==> src/rtl/core/btpc_pkg.sv <==
package btpc_pkg;

   localparam logic [31:0] B6_OFFSET = 32'd4000;
   localparam logic [31:0] B4_OFFSET = 32'd32768;
   localparam logic [31:0] B7_SCALE  = 32'd50000;
   localparam logic [31:0] TEMP_RND  = 32'd8;
   localparam logic [31:0] PCORR_MG  = 32'd3038;
   localparam logic [31:0] PCORR_MH  = 32'hFFFF_E343;
   localparam logic [31:0] PCORR_MI  = 32'd3791;

   localparam int unsigned CSR_AW = 5;
   localparam logic [1:0] REG_OSS = 2'd0;
   localparam logic [1:0] REG_CAL_A = 2'd1;
   localparam logic [1:0] REG_CAL_B = 2'd2;
   localparam logic [1:0] REG_CAL_C = 2'd3;

   localparam logic CMD_TEMP  = 1'b0;
   localparam logic CMD_PRESS = 1'b1;

   typedef enum logic [4:0] {
      OP_NONE,
      OP_LOAD,
      OP_T_MUL,
      OP_T_X1,
      OP_T_DIVS,
      OP_T_WAIT,
      OP_T_FIN,
      OP_P_M1,
      OP_P_M2,
      OP_P_M3,
      OP_P_M4,
      OP_P_M5,
      OP_P_X3B,
      OP_P_M6,
      OP_P_M7,
      OP_P_DIVS,
      OP_P_WAIT,
      OP_P_M8,
      OP_P_M9,
      OP_P_M10,
      OP_P_FIN
   } op_type;

   typedef struct packed {
      op_type op;
   } cmd_type;

   typedef struct packed {
      logic div_done;
      logic div_zero;
      logic out_free;
   } status_type;

   function automatic logic [31:0] sra32(input logic [31:0] x, input int unsigned s);
      return 32'($signed(x) >>> s);
   endfunction

   function automatic logic [31:0] sx16(input logic [15:0] w);
      return {{16{w[15]}}, w};
   endfunction

   function automatic logic [31:0] zx16(input logic [15:0] w);
      return {16'd0, w};
   endfunction

endpackage

==> src/rtl/core/btpc_ctrl.sv <==
module btpc_ctrl import btpc_pkg::*; (
   input  logic       clock,
   input  logic       reset,
   input  logic       req_valid,
   output logic       req_ready,
   input  logic       req_cmd,
   output cmd_type    cmd,
   input  status_type status
);

   typedef enum logic [19:0] {
      ST_IDLE   = 20'h00001,
      ST_T_MUL  = 20'h00002,
      ST_T_X1   = 20'h00004,
      ST_T_DIVS = 20'h00008,
      ST_T_WAIT = 20'h00010,
      ST_T_FIN  = 20'h00020,
      ST_P_M1   = 20'h00040,
      ST_P_M2   = 20'h00080,
      ST_P_M3   = 20'h00100,
      ST_P_M4   = 20'h00200,
      ST_P_M5   = 20'h00400,
      ST_P_X3B  = 20'h00800,
      ST_P_M6   = 20'h01000,
      ST_P_M7   = 20'h02000,
      ST_P_DIVS = 20'h04000,
      ST_P_WAIT = 20'h08000,
      ST_P_M8   = 20'h10000,
      ST_P_M9   = 20'h20000,
      ST_P_M10  = 20'h40000,
      ST_P_FIN  = 20'h80000
   } state_type;

   state_type state_ff, state_in;

   always_comb begin
      state_in = state_ff;
      cmd.op   = OP_NONE;
      unique case (state_ff)
         ST_IDLE: begin
            if (req_valid) begin
               cmd.op   = OP_LOAD;
               state_in = (req_cmd == CMD_PRESS) ? ST_P_M1 : ST_T_MUL;
            end
         end
         ST_T_MUL: begin
            cmd.op = OP_T_MUL; state_in = ST_T_X1;
         end
         ST_T_X1: begin
            cmd.op = OP_T_X1; state_in = ST_T_DIVS;
         end
         ST_T_DIVS: begin
            cmd.op   = OP_T_DIVS;
            state_in = status.div_zero ? ST_T_FIN : ST_T_WAIT;
         end
         ST_T_WAIT: begin
            cmd.op = OP_T_WAIT;
            if (status.div_done) begin
               state_in = ST_T_FIN;
            end
         end
         ST_T_FIN: begin
            cmd.op = OP_T_FIN;
            if (status.out_free) begin
               state_in = ST_IDLE;
            end
         end
         ST_P_M1: begin
            cmd.op = OP_P_M1; state_in = ST_P_M2;
         end
         ST_P_M2: begin
            cmd.op = OP_P_M2; state_in = ST_P_M3;
         end
         ST_P_M3: begin
            cmd.op = OP_P_M3; state_in = ST_P_M4;
         end
         ST_P_M4: begin
            cmd.op = OP_P_M4; state_in = ST_P_M5;
         end
         ST_P_M5: begin
            cmd.op = OP_P_M5; state_in = ST_P_X3B;
         end
         ST_P_X3B: begin
            cmd.op = OP_P_X3B; state_in = ST_P_M6;
         end
         ST_P_M6: begin
            cmd.op = OP_P_M6; state_in = ST_P_M7;
         end
         ST_P_M7: begin
            cmd.op = OP_P_M7; state_in = ST_P_DIVS;
         end
         ST_P_DIVS: begin
            cmd.op   = OP_P_DIVS;
            state_in = status.div_zero ? ST_P_M8 : ST_P_WAIT;
         end
         ST_P_WAIT: begin
            cmd.op = OP_P_WAIT;
            if (status.div_done) begin
               state_in = ST_P_M8;
            end
         end
         ST_P_M8: begin
            cmd.op = OP_P_M8; state_in = ST_P_M9;
         end
         ST_P_M9: begin
            cmd.op = OP_P_M9; state_in = ST_P_M10;
         end
         ST_P_M10: begin
            cmd.op = OP_P_M10; state_in = ST_P_FIN;
         end
         ST_P_FIN: begin
            cmd.op = OP_P_FIN;
            if (status.out_free) begin
               state_in = ST_IDLE;
            end
         end
         default: begin
            state_in = ST_IDLE;
         end
      endcase
   end

   always_ff @(posedge clock) begin
      if (reset) begin
         state_ff <= ST_IDLE;
      end else begin
         state_ff <= state_in;
      end
   end

   assign req_ready = (state_ff == ST_IDLE);

   a_wait_done: assert property (@(posedge clock) disable iff (reset)
      ((state_ff == ST_T_WAIT) && status.div_done) |=> (state_ff == ST_T_FIN))
      else $error("temperature divide completion missed");
   a_fin_hold: assert property (@(posedge clock) disable iff (reset)
      ((state_ff == ST_P_FIN) && !status.out_free) |=> (state_ff == ST_P_FIN))
      else $error("pressure result left without a free slot");
   a_accept_idle: assert property (@(posedge clock) disable iff (reset)
      (req_valid && req_ready) |=> (state_ff != ST_IDLE))
      else $error("accepted beat not started");

endmodule

==> config.mk <==
export PLATFORM = sky130hd
export DESIGN_NAME = btpc_ctrl
export DESIGN_NICKNAME = d
export VERILOG_FILES = /design/src/rtl/core/btpc_pkg.sv /design/src/rtl/core/btpc_ctrl.sv
export SDC_FILE = /design/constraint.sdc
export NUM_CORES = 1
export LEC_CHECK = 0
export BUFFER_PORTS_ARGS = -buffer_cell sky130_fd_sc_hd__buf_4
export CAP_MARGIN = 20
export CORE_AREA = 3 3 54 81
export DETAILED_ROUTE_END_ITERATION = 8
export DIE_AREA = 0 0 57 84
export GPL_ROUTABILITY_DRIVEN = 1
export PLACE_DENSITY = 0.6
export SYNTH_ARGS = -nofsm -noshare
export SYNTH_HDL_FRONTEND = slang
export SYNTH_SLANG_ARGS = --single-unit
==> constraint.sdc <==
create_clock -name clock -period 2.7 [get_ports clock]
set_clock_uncertainty 0.05 [all_clocks]
set_input_delay 0.27 -clock clock [delete_from_list [all_inputs] [get_ports clock]]
set_output_delay 0.27 -clock clock [all_outputs]
set_load 0.05 [all_outputs]
---- Word-level counts from Yosys, hierarchy flattened ----
Cells that the tools add are included.
storage, ports and cells
  register bits ........................... 20
  input bits .............................. 7
  output and inout port bits .............. 6
  word-level logic and storage cells ...... 37
cells by class
  equal/unequal tests ..................... 24
  muxes and demuxes ....................... 10
  reductions and logical operators ........ 2
operator list
  kind                    count
  $pmux W20 S19           1
  $pmux W5 S20            1
  $mux W20                4
  $eq A20 B1 Y1 const B   1
  $eq A20 B10 Y1 const B  1
  $eq A20 B11 Y1 const B  1
  $eq A20 B12 Y1 const B  1
  $eq A20 B13 Y1 const B  1
  $eq A20 B14 Y1 const B  1
  $eq A20 B15 Y1 const B  1
  $eq A20 B16 Y1 const B  1
  $eq A20 B17 Y1 const B  1
  $eq A20 B18 Y1 const B  1
  $eq A20 B19 Y1 const B  1
  $eq A20 B2 Y1 const B   1
  $eq A20 B20 Y1 const B  1
  $eq A20 B3 Y1 const B   1
  $eq A20 B4 Y1 const B   1
  $eq A20 B5 Y1 const B   1
  $eq A20 B6 Y1 const B   1
  $eq A20 B7 Y1 const B   1
  $eq A20 B8 Y1 const B   1
  $eq A20 B9 Y1 const B   1
  $mux W17                1
  7 further kinds         9

---- Longest topological paths before layout ----
Gate-level depths: netlist of run 1.
  depth after elaboration ................. 4
  depth in mapped cells ................... 8
  depth with buffers taken out ............ 6

---- Worst setup path after synthesis of run 1 ----
Ideal clock, no wire load.
  kind .................................... flip-flop to output port
  from .................................... reg state_ff[12]
  to ...................................... out cmd[0] (netlist name)
  arrival ................................. 3.463 ns
  required time ........................... 2.380 ns
  path slack .............................. -1.083 ns
  stages on the path, launching flop included .. 7
  buffers on the path ..................... 1
  path through ............................ dfxtp_1 -> or4_1 -> buf_2 -> nor4_1 -> nand2_1 -> o41ai_1 -> or3_1
RTL lines
  what                      line              text
  start: declaration        btpc_ctrl.sv:34   state_type state_ff, state_in;
  start signal: assignment  btpc_ctrl.sv:127  state_ff <= state_in;
  end: declaration          btpc_ctrl.sv:7    output cmd_type cmd,

==> reports/metrics.cfg, run 1 <==
[run_status]
violations=negative setup slack
status=finished with violations

[place]
dpl_cell_area_mm2=0.00156
dp_hpwl_mm=3.01
port_buffers=12
placedCellCount=224
globalplace.congestion=0.907

[synthesis]
async_flop_share_pct=0
synthTopCellsByCount=nor2_1, dfxtp_1, nand2_1
synth.distinct_cells=41
netlist_area_mm2=0.00128
yosys_warnings=0
synth_area_leaders=dfxtp_1, nor2_1, nor4_1
avgSynthCellArea_um2=8.12
yosys.area.top_type=dfxtp_1
synth_cells=158
ys_seq_elements=20
synth_ff_type=dfxtp_1
syn-num-nets=165
yosysMostFrequentCell=nor2_1
synth_edf_count=0
seq_area_frac_synth_pct=31.2
synth_top_area_share_pct=31.2

[final_layout]
fin_cells=235
antenna_cells=0
largest_reg_flops=20
fin_util_pct=48.7
num-nets-final=201
reg_top3=state_ff: 20 flops
largest-register=state_ff
drive_gt1_share_pct=40.6
finish.instance_area_mm2=0.00181
syn_to_final_growth_pct=40.9

[routing]
num_vias=1354
drt_pass1_iterations=4
drt_iter0_drc=69
routedWlPerCell_um=17.3
ant_nets=0
wirelength_mm=4.07
via_per_inst=5.76
route.detailed.drc=0

[power]
leakage_uw=0.000739
swShare_pct=29.5
sequentialPowerShare_pct=43.5
powerDensity_mw_per_mm2=386
p_int_uw=493
pwr-share-clk_pct=28.6
total_power_uw=699
power_switching_uw=206
comb_power_share_pct=27.8
ir_worst_vdd_uv=337

[setup_path]
critPathLaunchType=register
crit_top_cell=buf_6
slowest_stage=or4_4
worstPathArrival_ns=2.46
slowest_delay_ns=0.57
crit_family=simple AND/OR/NAND/NOR gates
worstPathCellList=or4_4 > buf_6 > nor4_4 > nand4b_1 > o2111ai_2 > a211o_1 > buf_6
critPathRequiredTime_ns=2.38
path_buf_inv=2
endpoint_kind=output port
cp_max_fo=6
critPathKind=reg2out

[clock_network]
cts_sinks=20
cts_max_path_buffers=2
clock-root-buffer=clkbuf_8
clkLatencyLatePin_ns=0.26
cts_max_level=1
cts_buffers=3
clk_pin_slew_worst_paths_ns=0.08
cts_tree=done

[hold_path]
min_path_type=in2reg

[floorplan]
die_w_um=57
core_area_mm2=0.00372
rows=27
pin_count=13
start_util_pct=34.5
dieArea_mm2=0.00479
die_y_um=84

[timing]
final.period_utilization_pct=103
drv_slew=0
slew-limit-headroom_pct=66.0
worst_pin_slew_ns=0.507
grt_setup_unrepaired=true
fin_ws_ns=-0.0834
fin_setup_tns_ns=-0.202
hold_viol=0
fmax_ghz=0.359
setup_viol=3
fin_crit_ns=2.78

[grt]
grt_pass1_vias=1380
antenna_found_initial=0
grt_pass1_wl_mm=6.49
grtUsageTotal_pct=17.1
grt_max_degree=11
gr-total-overflow=0

[run]
cap_violations=0

-- layout by cell type (no fill, tap or decap), drive strengths merged, types with 4 or more instances in the layout --
| cell | instances |
|---|---|
| buf | 44 |
| nor2 | 23 |
| dfxtp | 20 |
| nor4 | 13 |
| nand2 | 12 |
| or4 | 9 |
| nand3 | 9 |
| nor3 | 6 |
| xnor2 | 6 |
| nor4b | 4 |
| nand4b | 4 |
-- layout make-up --
type                       instances  area, um2
sequential                        20        404
inverter                           2       7.51
tap                               43       53.8
clock buffer                       3       41.3
timing repair buffer              44        373
multi-input combinational        123        930
fill                             366       1910
-- worst paths after layout --
path                              from                         to  slack (ns)  cells after the start
max reg2reg   state_ff[2]$_SDFFE_PP0P_  state_ff[10]$_SDFFE_PP0P_        0.16                     10
min reg2reg   state_ff[1]$_SDFFE_PP0P_   state_ff[2]$_SDFFE_PP0P_        0.49                      1
min                            req_cmd   state_ff[1]$_SDFFE_PP0P_        0.11                      2
max          state_ff[15]$_SDFFE_PP0P_                     cmd[1]       -0.08                      7
-- per-stage QoR --
step	hold WS (ns)	worst slack [ns]
6_report	0.114	-0.0834
5_1_grt	0.112	-0.130
4_1_cts	0.116	-0.0342
3_5_place_dp	0.394	0.0141
3_3_place_gp	0.395	0.0248
2_1_floorplan	0.299	0.131
-- timing repair --
item                                    in CTS  in global routing
gates resized for setup                     20                 13
buffers inserted                             5                  3
hold buffers                                 0                  0
pin swaps                                    9                  7
endpoints found under the setup margin       5                  5
gates cloned                                 0                  0
-- per-layer routing --
metal  part of all wire, %  wire length, um  track usage, %
met1                    38             1530            19.2
met2                    52             2120            28.5
met3                   4.2              171            1.70
met4                   6.2              250            13.3
met5                     0                0               0
-- kinds of logic after synthesis --
kind of cell	Yosys count	share of synthesized area (%)
AND/OR/NAND/NOR	95	44.8
flip-flops	20	31.2
AO/OA/AOI/OAI	19	10.9
buffers and inverters	15	6.72
XOR/XNOR	8	5.46
multiplexers	1	0.877
-- power groups by stage --
stage | clock (uW) | sequential [uW] | combinational [uW]
final | 200 | 304 | 195
after global routing | 216 | 304 | 205
after CTS | 204 | 304 | 179
after detailed placement | 0 | 310 | 157
after global placement | 0 | 309 | 156
after floorplan | 0 | 308 | 105
Power figures use the tool's default switching activity.
==> run 2: changes to the inputs <==
ABC_AREA = 1   (was default)
CORE_AREA = 3 3 57 85   (was 3 3 54 81)
DIE_AREA = 0 0 60 88   (was 0 0 57 84)
REMOVE_ABC_BUFFERS = 1   (was default)
==> run 2 against run 1 <==
The flow now finishes without violations. Worst hold slack worse by 0.0012 ns. Final area shrank 11%. Register-to-register slack gained 0.83 ns. Sequential cell count unchanged. Via count shrank 6.1%. Setup slack better by 0.49 ns. Fmax rose by 21%. Critical endpoint is now cmd[0]. Largest cell class unchanged.
==> reports/metrics.cfg, run 2 <==
[run_status]
status=finished, final reports clean

[final_layout]
antenna_cells=0
largest-register=state_ff
syn_to_final_growth_pct=13.0
fillerInstances=445
multi_input_area_um2=881
fin_util_pct=38.4
final_common_cell=nand2_1
drive_gt1_share_pct=27.7
reg_top3=state_ff: 20 flops
fin_cells=259
largest_reg_flops=20
layout_common_cells=nand2_1, inv_1, nor2_1
seqCellArea_um2=400
num-nets-final=221

[synthesis]
synth_edf_count=0
seq_area_frac_synth_pct=28.0
synth_mux_area_share_pct=0
yosysMostFrequentCell=nand2_1
synth-compound-area-share_pct=3.41
yosys_warnings=0
synth.distinct_cells=25
synth_top_family_by_area=simple AND/OR/NAND/NOR gates
netlist_area_mm2=0.00143
ys_seq_elements=20
synth-adder-area-share_pct=0
avgSynthCellArea_um2=7.15
synth_top_area_share_pct=28.0
async_flop_share_pct=0
synthTopCellsByCount=nand2_1, inv_1, nor2_1
synthSimpleGateAreaFrac_pct=58.2
synth_area_leaders=dfxtp_1, nand2_1, inv_1
synthXorXnorAreaFrac_pct=0
yosys.area.top_type=dfxtp_1
synth_ff_type=dfxtp_1
synth_cells=200

[timing]
fmax_ghz=0.436
slew-limit-headroom_pct=71.8
hold_viol=0
final.period_utilization_pct=85.0
fin_crit_ns=2.29
worst_pin_slew_ns=0.420
drv_slew=0
setup_viol=0
grt_setup_unrepaired=false
fin_setup_tns_ns=0
fin_hold_ws_ns=0.113

[routing]
ant_nets=0
route.detailed.drc=0
routedWlPerCell_um=12.1
num_vias=1272
via_per_inst=4.91
drt_pass1_iterations=4
wirelength_mm=3.14
drt_iter0_drc=25

[place]
globalplace.congestion=0.832
dp_hpwl_mm=2.55
placedCellCount=255
port_buffers=12

[clock_network]
clk_pin_slew_worst_paths_ns=0.08
cts_sinks=20
cts_max_path_buffers=2
cts_resized=0
clkLatencyLatePin_ns=0.27
cts_max_level=1
cts_buffers=3
cts_tree=done
clock-root-buffer=clkbuf_8
holdBufCountCts=0
post-cts-setup-buffer-count=0

[grt]
gr-total-overflow=0
grt_max_degree=20
antenna_found_initial=0
grt_pass1_vias=1305
grt_pass1_wl_mm=5.73
grtUsageTotal_pct=14.1

[hold_path]
min_path_type=in2reg

[floorplan]
core_area_mm2=0.00421
die_w_um=60
start_util_pct=34.0
dieArea_mm2=0.00528
die_y_um=88
rows=29
pin_count=13

[setup_path]
critPathKind=reg2out
cp_max_fo=4
endpoint_kind=output port
critPathLaunchType=register
critPathRequiredTime_ns=2.38
worstPathArrival_ns=1.97

[power]
powerDensity_mw_per_mm2=762
total_power_uw=1230
leakage_uw=0.000779
ir_worst_vdd_uv=499

[run]
cap_violations=0

## run 2: metal layers
metal	wire length [um]	global-route usage, %	part of all wire [%]	vias to the layer above
met5	0	0	0	-
met1	1260	15.5	40	574
met3	105	2.06	3.3	6
met4	79	6.65	2.5	0
li1	-	-	-	664
met2	1700	25.6	54	28
## run 2: cells by family (layout without fill, tap and decap cells)
family / after synthesis / in the layout
simple gates: 138 / 138
buf+inv: 34 / 47
flops: 20 / 20
compound gates: 8 / 8
## run 2: area by class of cell
cell class	count	area share [%]
multi-input combinational	146	54.5
sequential	20	24.8
inverter	31	7.20
timing repair buffer	12	5.57
tap	46	3.56
clock buffer	3	2.55
clock inverter	1	1.86
## run 2: critical path, cell delays in order (launching register included)
cell and delay (ns):
dfxtp_1 0.35, nor2_2 0.18, nand2_4 0.10, inv_1 0.07, nand2_2 0.08, nor3_1 0.34, nand2_1 0.13, nand2_1 0.11
nor2_1 0.06, nand4_1 0.08, buf_4 0.20
## run 2: path summary, 6_finish.rpt
| kind | to | depth (start not counted) | slack, ns | startpoint |
|---|---|---|---|---|
| max | cmd[0] | 10 | 0.41 | state_ff[4]$_SDFFE_PP0P_ |
| min | state_ff[1]$_SDFFE_PP0P_ | 2 | 0.11 | req_cmd |
| max reg2reg | state_ff[5]$_SDFFE_PP0P_ | 10 | 0.99 | state_ff[15]$_SDFFE_PP0P_ |
| min reg2reg | state_ff[4]$_SDFFE_PP0P_ | 2 | 0.46 | state_ff[4]$_SDFFE_PP0P_ |
## run 2: power breakdown
group | internal, uW | switching, uW
Combinational | 183 | 411
Sequential | 314 | 14.1
Clock | 198 | 112
## run 2: stage by stage
step	worst slack (ns)	instance area [um2]
final	0.406	1620
after detailed placement	0.710	1550
after floorplan	0.679	1400
after CTS	0.402	1620
after global routing	0.157	1620
after global placement	0.696	1550
